==> src/rtl/core/wdt_pkg.sv <==
package wdt_pkg;

    // Item kinds carried on the mode field.
    localparam logic [1:0] MODE_READ  = 2'd0;
    localparam logic [1:0] MODE_WRITE = 2'd1;
    localparam logic [1:0] MODE_TICK  = 2'd2;

    // Write aliases selected by address bits 13:12.
    localparam logic [1:0] ALIAS_PLAIN = 2'd0;
    localparam logic [1:0] ALIAS_XOR   = 2'd1;
    localparam logic [1:0] ALIAS_SET   = 2'd2;
    localparam logic [1:0] ALIAS_CLR   = 2'd3;

    // Access widths.
    localparam logic [1:0] SIZE_BYTE = 2'd0;
    localparam logic [1:0] SIZE_HALF = 2'd1;

    // Reset cause codes.
    localparam logic [1:0] CAUSE_NONE   = 2'd0;
    localparam logic [1:0] CAUSE_EXPIRY = 2'd1;
    localparam logic [1:0] CAUSE_FORCED = 2'd2;

    // Word-aligned register offsets.
    localparam logic [11:0] OFF_CTRL   = 12'h000;
    localparam logic [11:0] OFF_LOAD   = 12'h004;
    localparam logic [11:0] OFF_REASON = 12'h008;
    localparam logic [11:0] OFF_TICK   = 12'h02c;

    // Word index of the first scratch register.
    localparam logic [9:0] SCRATCH_BASE_WORD = 10'd3;

    localparam logic [23:0] COUNT_MASK    = 24'hffffff;
    localparam logic [9:0]  TICK_RESET    = 10'h200;
    localparam logic [2:0]  PAUSE_RESET   = 3'b111;
    localparam int          TICK_EN_BIT   = 9;
    localparam int          CTRL_TRIG_BIT = 31;
    localparam int          CTRL_EN_BIT   = 30;

    typedef struct packed {
        logic [1:0]  mode;
        logic [13:0] address;
        logic [31:0] write_data;
        logic [1:0]  size_code;
    } wdt_item_t;

    typedef struct packed {
        logic [31:0] read_data;
        logic        reset_request;
        logic [1:0]  reset_cause;
    } wdt_result_t;

    function automatic logic [31:0] alias_apply(
        input logic [31:0] old_value,
        input logic [31:0] new_value,
        input logic [1:0]  kind
    );
        logic [31:0] res;
        case (kind)
            ALIAS_XOR: res = old_value ^ new_value;
            ALIAS_SET: res = old_value | new_value;
            ALIAS_CLR: res = old_value & ~new_value;
            default:   res = new_value;
        endcase
        return res;
    endfunction

endpackage

==> src/rtl/core/wdt_exec.sv <==
module wdt_exec
    import wdt_pkg::*;
#(
    parameter int SCRATCH_WORDS = 8
)
(
    input  logic        clk,
    input  logic        rst_n,
    input  logic        fire,
    input  wdt_item_t   item,
    output wdt_result_t result
);

    localparam int SIDX_W = (SCRATCH_WORDS > 1) ? $clog2(SCRATCH_WORDS) : 1;
    localparam logic [9:0] SCR_LIMIT = 10'(SCRATCH_WORDS);

    logic        enable_reg, enable_next;
    logic [2:0]  pause_reg, pause_next;
    logic [23:0] load_reg, load_next;
    logic [23:0] count_reg, count_next;
    logic        active_reg, active_next;
    logic [1:0]  cause_reg, cause_next;
    logic [9:0]  tick_reg, tick_next;
    logic [31:0] scratch_reg [SCRATCH_WORDS];

    logic [1:0]        kind;
    logic [11:0]       offset;
    logic [11:0]       word;
    logic [9:0]        word_idx;
    logic [9:0]        slot_full;
    logic              slot_hit;
    logic [SIDX_W-1:0] slot_idx;
    logic              tick_runs;
    logic [31:0]       ctrl_value;
    logic [31:0]       read_word;
    logic [31:0]       read_shifted;
    logic [31:0]       wr_value;
    logic [31:0]       ctrl_new;
    logic              scr_we;
    logic [31:0]       scr_wdata;

    assign kind      = item.address[13:12];
    assign offset    = item.address[11:0];
    assign word      = {offset[11:2], 2'b00};
    assign word_idx  = offset[11:2];
    assign slot_full = word_idx - SCRATCH_BASE_WORD;
    assign slot_hit  = (word_idx >= SCRATCH_BASE_WORD) && (slot_full < SCR_LIMIT);
    assign slot_idx  = slot_full[SIDX_W-1:0];

    assign tick_runs  = tick_reg[TICK_EN_BIT] && (tick_reg[8:0] != 9'd0);
    assign ctrl_value = {1'b0, enable_reg, 3'b000, pause_reg, count_reg};
    assign ctrl_new   = alias_apply(ctrl_value, wr_value, kind);

    // Narrow writes copy the low lanes across the whole word.
    always_comb
    begin
        case (item.size_code)
            SIZE_BYTE: wr_value = {4{item.write_data[7:0]}};
            SIZE_HALF: wr_value = {2{item.write_data[15:0]}};
            default:   wr_value = item.write_data;
        endcase
    end

    always_comb
    begin
        read_word = 32'd0;
        if (word == OFF_CTRL)
        begin
            read_word = ctrl_value;
        end
        else if (word == OFF_REASON)
        begin
            read_word = {30'd0, cause_reg};
        end
        else if (word == OFF_TICK)
        begin
            read_word = {22'd0, tick_reg};
            if (tick_runs)
            begin
                read_word = {12'd0, tick_reg[8:0], 1'b1, tick_reg};
            end
        end
        else if (slot_hit)
        begin
            read_word = scratch_reg[slot_idx];
        end
    end

    assign read_shifted = read_word >> {offset[1:0], 3'b000};

    always_comb
    begin
        logic        refresh;
        logic        now_active;
        logic [31:0] merged;
        enable_next = enable_reg;
        pause_next  = pause_reg;
        load_next   = load_reg;
        count_next  = count_reg;
        active_next = active_reg;
        cause_next  = cause_reg;
        tick_next   = tick_reg;
        scr_we      = 1'b0;
        scr_wdata   = alias_apply(scratch_reg[slot_idx], wr_value, kind);
        refresh     = 1'b0;
        now_active  = 1'b0;
        merged      = 32'd0;
        result      = '0;

        case (item.mode)
            MODE_READ:
            begin
                case (item.size_code)
                    SIZE_BYTE: result.read_data = read_shifted & 32'h0000_00ff;
                    SIZE_HALF: result.read_data = read_shifted & 32'h0000_ffff;
                    default:   result.read_data = read_shifted;
                endcase
            end
            MODE_WRITE:
            begin
                if (word == OFF_CTRL)
                begin
                    enable_next = ctrl_new[CTRL_EN_BIT];
                    pause_next  = ctrl_new[26:24];
                    refresh     = 1'b1;
                end
                else if (word == OFF_LOAD)
                begin
                    merged     = alias_apply({8'd0, load_reg}, wr_value, kind);
                    load_next  = merged[23:0] & COUNT_MASK;
                    count_next = load_next;
                    refresh    = 1'b1;
                end
                else if (word == OFF_TICK)
                begin
                    merged    = alias_apply({22'd0, tick_reg}, wr_value, kind);
                    tick_next = merged[9:0];
                    refresh   = 1'b1;
                end
                else if (slot_hit)
                begin
                    scr_we = 1'b1;
                end

                // Activity is recomputed from the updated settings; an active
                // timer that already sits at zero expires in the same item.
                if (refresh)
                begin
                    now_active  = enable_next && tick_next[TICK_EN_BIT]
                                  && (tick_next[8:0] != 9'd0);
                    active_next = now_active;
                    if (now_active && (count_next == 24'd0))
                    begin
                        cause_next           = CAUSE_EXPIRY;
                        active_next          = 1'b0;
                        result.reset_request = 1'b1;
                        result.reset_cause   = CAUSE_EXPIRY;
                    end
                end

                // The trigger bit overrides an expiry in the same write.
                if ((word == OFF_CTRL) && ctrl_new[CTRL_TRIG_BIT])
                begin
                    cause_next           = CAUSE_FORCED;
                    active_next          = 1'b0;
                    result.reset_request = 1'b1;
                    result.reset_cause   = CAUSE_FORCED;
                end
            end
            MODE_TICK:
            begin
                if (active_reg && (count_reg != 24'd0))
                begin
                    count_next = (count_reg > 24'd2) ? (count_reg - 24'd2) : 24'd0;
                    if (count_next == 24'd0)
                    begin
                        cause_next           = CAUSE_EXPIRY;
                        active_next          = 1'b0;
                        result.reset_request = 1'b1;
                        result.reset_cause   = CAUSE_EXPIRY;
                    end
                end
            end
            default:
            begin
            end
        endcase
    end

    always_ff @(posedge clk or negedge rst_n)
    begin
        if (!rst_n)
        begin
            enable_reg <= 1'b0;
            pause_reg  <= PAUSE_RESET;
            load_reg   <= 24'd0;
            count_reg  <= 24'd0;
            active_reg <= 1'b0;
            cause_reg  <= CAUSE_NONE;
            tick_reg   <= TICK_RESET;
        end
        else if (fire)
        begin
            enable_reg <= enable_next;
            pause_reg  <= pause_next;
            load_reg   <= load_next;
            count_reg  <= count_next;
            active_reg <= active_next;
            cause_reg  <= cause_next;
            tick_reg   <= tick_next;
        end
    end

    always_ff @(posedge clk or negedge rst_n)
    begin
        if (!rst_n)
        begin
            for (int i = 0; i < SCRATCH_WORDS; i++)
            begin
                scratch_reg[i] <= 32'd0;
            end
        end
        else if (fire && scr_we)
        begin
            scratch_reg[slot_idx] <= scr_wdata;
        end
    end

endmodule

==> src/rtl/core/watchdog_register_block.sv <==
// Watchdog register block.
// The input channel (in_valid / in_ready) carries one beat per bus read, bus
// write or watchdog tick; the output channel (out_valid / out_ready) returns
// exactly one result beat per input beat, in order: read data, and a reset
// request with its cause when the count runs out or the trigger bit is set.
// An accepted beat is held in an input register, executed against the
// register state as it leaves that register, and its result is captured in
// the output register. One beat per cycle is sustained while the receiver
// holds out_ready high.
// When the receiver stalls, the result waits in the output register and the
// next beat waits in the input register; in_ready drops only when both are
// full. Reset (rst_n low) empties both stages and returns the registers to
// their reset values: disabled, pause bits set, count and load zero, tick
// generator enabled with zero cycles, REASON and scratch words zero.
module watchdog_register_block
    import wdt_pkg::*;
#(
    parameter int SCRATCH_WORDS = 8
)
(
    input  logic        clk,
    input  logic        rst_n,
    input  logic        in_valid,
    output logic        in_ready,
    input  logic [1:0]  mode,
    input  logic [13:0] address,
    input  logic [31:0] write_data,
    input  logic [1:0]  size_code,
    output logic        out_valid,
    input  logic        out_ready,
    output logic [31:0] read_data,
    output logic        reset_request,
    output logic [1:0]  reset_cause
);

    logic        item_valid_reg, item_valid_next;
    wdt_item_t   item_reg, item_next;
    logic        out_valid_reg, out_valid_next;
    wdt_result_t result_reg, result_next;
    wdt_result_t exec_result;
    logic        in_accept;
    logic        advance;

    assign advance   = item_valid_reg && (!out_valid_reg || out_ready);
    assign in_ready  = !item_valid_reg || advance;
    assign in_accept = in_valid && in_ready;

    always_comb
    begin
        item_next = item_reg;
        if (in_accept)
        begin
            item_next.mode       = mode;
            item_next.address    = address;
            item_next.write_data = write_data;
            item_next.size_code  = size_code;
        end
        item_valid_next = in_accept || (item_valid_reg && !advance);
        out_valid_next  = advance || (out_valid_reg && !out_ready);
        result_next     = advance ? exec_result : result_reg;
    end

    wdt_exec #(
        .SCRATCH_WORDS(SCRATCH_WORDS)
    ) u_exec (
        .clk    (clk),
        .rst_n  (rst_n),
        .fire   (advance),
        .item   (item_reg),
        .result (exec_result)
    );

    always_ff @(posedge clk or negedge rst_n)
    begin
        if (!rst_n)
        begin
            item_valid_reg <= 1'b0;
            out_valid_reg  <= 1'b0;
        end
        else
        begin
            item_valid_reg <= item_valid_next;
            out_valid_reg  <= out_valid_next;
        end
    end

    always_ff @(posedge clk)
    begin
        item_reg   <= item_next;
        result_reg <= result_next;
    end

    assign out_valid     = out_valid_reg;
    assign read_data     = result_reg.read_data;
    assign reset_request = result_reg.reset_request;
    assign reset_cause   = result_reg.reset_cause;

`ifndef SYNTHESIS
    a_cause_matches_request: assert property (@(posedge clk) disable iff (!rst_n)
        out_valid |-> (reset_request == (reset_cause != CAUSE_NONE)))
        else $error("reset_request and reset_cause disagree");

    a_reset_has_no_read_data: assert property (@(posedge clk) disable iff (!rst_n)
        (out_valid && reset_request) |-> (read_data == 32'd0))
        else $error("reset request carries read data");

    a_held_item_stays: assert property (@(posedge clk) disable iff (!rst_n)
        (item_valid_reg && !advance) |=> (item_valid_reg && $stable(item_reg)))
        else $error("stalled item lost from input register");

    a_advance_gives_result: assert property (@(posedge clk) disable iff (!rst_n)
        advance |=> out_valid)
        else $error("executed item produced no result beat");
`endif

endmodule

==> config.mk <==
export PLATFORM = sky130hd
export DESIGN_NAME = watchdog_register_block
export DESIGN_NICKNAME = d
export VERILOG_FILES = /design/src/rtl/core/wdt_pkg.sv /design/src/rtl/core/wdt_exec.sv /design/src/rtl/core/watchdog_register_block.sv
export SDC_FILE = /design/constraint.sdc
export NUM_CORES = 1
export LEC_CHECK = 0
export BUFFER_PORTS_ARGS = -buffer_cell sky130_fd_sc_hd__buf_2
export CAP_MARGIN = 20
export CORE_ASPECT_RATIO = 1.1
export CORE_MARGIN = 4
export CORE_UTILIZATION = 60
export DETAILED_ROUTE_END_ITERATION = 16
export HOLD_SLACK_MARGIN = 0.03
export PLACE_DENSITY = 0.78
export REMOVE_ABC_BUFFERS = 1
export SYNTH_ARGS = -nofsm -noshare
export SYNTH_HDL_FRONTEND = slang
export SYNTH_SLANG_ARGS = --single-unit
export TNS_END_PERCENT = 10
==> constraint.sdc <==
create_clock -name clk -period 4.8 [get_ports clk]
set_input_delay 0.48 -clock clk [delete_from_list [all_inputs] [get_ports clk]]
set_output_delay 0.48 -clock clk [all_outputs]
set_load 0.005 [all_outputs]
==> impl.org <==
** Status
- Run status :: finished, final reports clean

** Clock network
- CTS H-Tree Depth :: 2
- Total of cells resized after clock tree synthesis :: 0
- TritonCTS built the clock tree.
- Counting every sink on the clock net gives 408.
- Buffers inserted to repair hold after CTS numbered 1.
- The tree is rooted in a sky130_fd_sc_hd__clkbuf_16.
- Clock tree synthesis inserted a total of 43 buffers.
- Maximum root-to-sink buffer count :: 3
- Insertion delay to the later sink of the worst-skew pair :: 0.58 ns
- Setup fix buffers added after clock tree synthesis :: 0
- After clock tree synthesis, the clock-pin slew on the worst setup and hold paths is 0.06 ns.

** Timing
- Final hold slack :: 0.0741 ns
- Setup repair after global routing left no endpoint under its margin.
- Final Hold Vio Count :: 0
- The routed design could run at a clock period as short as 4.26 ns.
- In this run the tightest slew margin relative to its limit is 33.5%.
- Fin crit share :: 88.8%
- Max-slew violation count :: 0
- For the pin with the worst max-slew slack, the measured transition is 0.997 ns.
- Setup total negative slack on the finished layout was measured at 0 ns.
- Max Freq :: 0.235 GHz
- Across the routed clock network, the largest skew measured is 0.0191 ns.
- Setup violations remaining at the end of the flow were counted as 0.

** Finish
- The register with the most flip-flops in the layout has 256 of them.
- Layout cell share with drive strength beyond 1 :: 13.9%
- Relative area change from synthesis to final layout :: 11.7%
- Multi-input combinational cell area :: 10,700 µm²
- Across the whole layout, storage elements account for 10,600 µm².
- Net total in the final layout :: 2,558
- The layout has 2,776 filler cells.
- Leaving out fill and tap cells, the most frequent cell in the layout is sky130_fd_sc_hd__o21ai_0.
- In the layout the commonest cells are sky130_fd_sc_hd__o21ai_0 (345), sky130_fd_sc_hd__nand2_1 (334), sky130_fd_sc_hd__dfrtp_1 (319).

** Synthesis
- Of the post-synthesis cell area, the part taken by muxes is 6.29%.
- Seq cells post-synth :: 408
- Proportion of synthesized chip area in sequential cells :: 47.3%
- Post-synthesis compound-gate area fraction :: 19.4%
- Warnings, synthesis :: 0
- Summing the areas of all and, or, nand and nor instances in the mapped netlist gives 12.9% of the synthesized area.
- Predominant post-synthesis flop cell :: sky130_fd_sc_hd__dfrtp_1
- Yosys mapped the design onto 79 distinct sky130hd cell types.
- The cell area that synthesis handed to floorplanning was 22,500 µm².
- Of the total synthesized cell area, the portion taken by full adders, half adders and majority gates is 8.23%.
- Cells after Synth :: 2,312
- Combinational family with the most area after synthesis :: compound AO/OA/AOI/OAI gates
- Of the total synthesized cell area, the portion taken by XOR and XNOR cells is 0.573%.
- Mean cell area of the mapped netlist :: 9.74 µm²
- EDFF count, synth :: 85
- Share of synthesized flip-flops with an asynchronous set or reset :: 79.2%

** GRT
- The number of global-route vias before repair came to 18,900.
- The total overflow left after global routing is 0.
- Global-route wire length before repair :: 110 mm
- Overall fraction of global-route tracks in use :: 35.2%
- Initial antenna violation count :: 1
- Entering global routing, the biggest net connects 120 pins.

** Place
- Routability-driven placement finished with a final weighted congestion of 1.04.
- Number of buffers added on ports :: 90
- Detailed-placement wirelength estimate :: 47.7 mm

** Die
- Core box area :: 37,100 µm²
- The initial utilization of the core area, before any placement, comes to 60.6%.
- Chip width :: 193 µm
- Count of standard-cell rows :: 74
- Die outline area :: 40,700 µm²
- In this run the vertical extent of the chip is 211 µm.
- Top-level I/O count :: 91

** Setup path
- Data arrival at the endpoint of the critical path :: 4.69 ns
- Capture instance of the worst register-to-register path :: u_exec.scratch_reg[43]$_DFFE_PN0P_
- FF-to-FF path depth :: 12
- The signal on the critical path passes through inv_1, ha_1, nand2_1, nor2_2, buf_12, a22o_1, a221oi_1, and3_1, ha_1, mux2_2, a21oi_1, o21ai_0.
- Minimum setup slack among reg-to-reg paths :: 0.54 ns
- The slowest stage of the critical path belongs to the cell sky130_fd_sc_hd__nor2_2.
- In this design, the largest share of critical-path delay is due to simple AND/OR/NAND/NOR gates.
- STA classifies the critical path endpoint as a flop.
- Worst reg2reg startpoint :: item_reg[36]$_DFFE_PP_
- Along the worst path, the maximum fanout reaches 20.
- Counting both buffers and inverters, the worst setup path holds a total of 2.
- Type of the setup path with the least slack :: flop to flop
- The worst setup path is launched from a flop.
- Crit path required time :: 5.22 ns
- Delay of the slowest cell on the worst path :: 0.67 ns
- By instance count, the cell type seen most on the critical path is sky130_fd_sc_hd__ha_1.

** Drt
- Antenna Nets Post-Route :: 0
- Dividing the detail-routed via count by the number of cells gives 6.70.
- After detailed routing, the average wire length per cell comes to 24.7 µm.
- For this block, the initial DRC count from the detailed router was 2,612.
- Post-route DRC :: 0
- Detailed-router iteration count before antenna repair :: 7
- Summing over every cut layer, the via total after detailed routing is 19,300.
- The routed design has 71.2 mm of wire.

** Run
- Across the run, the number of max-cap violations was 0.

** Power
- The design draws 8.45 mW.
- Static Leak :: 10.9 nW
- Power spread over the standard cell area amounts to 336 nW/µm².
- Maximum vdd drop :: 0.331 mV

** Hold path
- Counting instances, the worst hold path has a depth of 1.
- Hold Crit Endpoint :: item_reg[35]$_DFFE_PP_
- The tightest min-delay check is of the input pin to flop type.
- Hold path startpoint :: address[1]
[synth_stat cells, drive strengths merged, types with 5 or more instances]
master,number,share of area [%]
and3,18,0.50
inv,144,2.4
buf,57,1.2
o22ai,26,0.72
a22o,26,1.0
nor2b,12,0.33
a31oi,9,0.25
o211ai,7,0.23
mux2,36,1.8
mux4,30,3.0
edfxtp,85,11
a222oi,5,0.22
nor2,105,1.8
o21a,5,0.17
dfrtp,319,35
ha,148,8.2
mux2i,33,1.5
a211oi,34,1.1
clkbuf,102,1.7
a2bb2oi,6,0.23
a21oi,74,1.7
o21ai,350,7.8
nand2,342,5.7
and4,10,0.39
nand3b,5,0.17
nand3,20,0.47
nor3,40,0.93
nor3b,5,0.17
a21o,7,0.23
nor4b,5,0.19
a221oi,24,0.93
or3,11,0.31
a22oi,98,3.3
nand4,13,0.36
nor4,14,0.59
nand2b,11,0.31
and2,5,0.14
or2,5,0.14
xnor2,9,0.38
[where the power goes]
group          internal [mW]  total, mW  switching (mW)
Clock                   2.08       3.49            1.41
Sequential              3.64       3.83           0.192
Combinational          0.397       1.13           0.736
Total                   6.11       8.45            2.34
[logic make-up (layout without fill, tap and decap cells)]
| family | Yosys count | in the layout |
|---|---|---|
| xor gates and xnor gates | 13 | 13 |
| AOI/OAI and AO/OA | 708 | 708 |
| and+or+nand+nor | 632 | 632 |
| buffers and inverters | 304 | 382 |
| DFF | 408 | 408 |
| adders and majority gates | 148 | 148 |
| other | 0 | 1 |
| muxes | 99 | 99 |
[layer usage]
layer  share of wire [%]  vias to the layer above  global-route usage, %
met4                 6.7                        0                   19.7
met2                  45                     1232                   53.0
li1                    -                     8381                      -
met3                  11                      299                   7.44
met1                  38                     9422                   47.8
met5                   0                        -                      0
[area by class of cell]
class / instances / share of cell area (%)
well taps: 494 / 2.46
clock inverters: 12 / 0.563
clock buffers: 67 / 5.33
flip-flops and latches: 408 / 42.3
repair buffers: 158 / 4.47
inverters: 145 / 2.17
multi-input cells: 1600 / 42.7
diodes: 1 / 0.00996
[worst max-delay path by stage]
stage	start	to	slack (ns)	depth (start not counted)
finish	item_reg[36]$_DFFE_PP_	u_exec.scratch_reg[43]$_DFFE_PN0P_	0.54	12
global route	item_reg[36]$_DFFE_PP_	u_exec.scratch_reg[139]$_DFFE_PN0P_	0.36	12
CTS	item_reg[36]$_DFFE_PP_	u_exec.scratch_reg[87]$_DFFE_PN0P_	0.63	12
detailed placement	item_reg[36]$_DFFE_PP_	u_exec.scratch_reg[203]$_DFFE_PN0P_	0.73	12
global placement	item_reg[36]$_DFFE_PP_	u_exec.scratch_reg[75]$_DFFE_PN0P_	0.92	12
floorplan	item_reg[47]$_DFFE_PP_	u_exec.cause_reg[1]$_DFFE_PN0P_	-0.29	7
[stage by stage]
step	setup WS [ns]	area [µm²]	instances	util, %
floorplan	-0.295	21800	2153	-
global placement	0.920	23600	2803	63.6
detailed placement	0.726	23600	2803	63.6
CTS	0.632	25100	2883	67.7
global route	0.364	25100	2884	67.7
finish	0.539	25100	2885	67.7
Note: power is estimated with default switching activity, not from simulation.
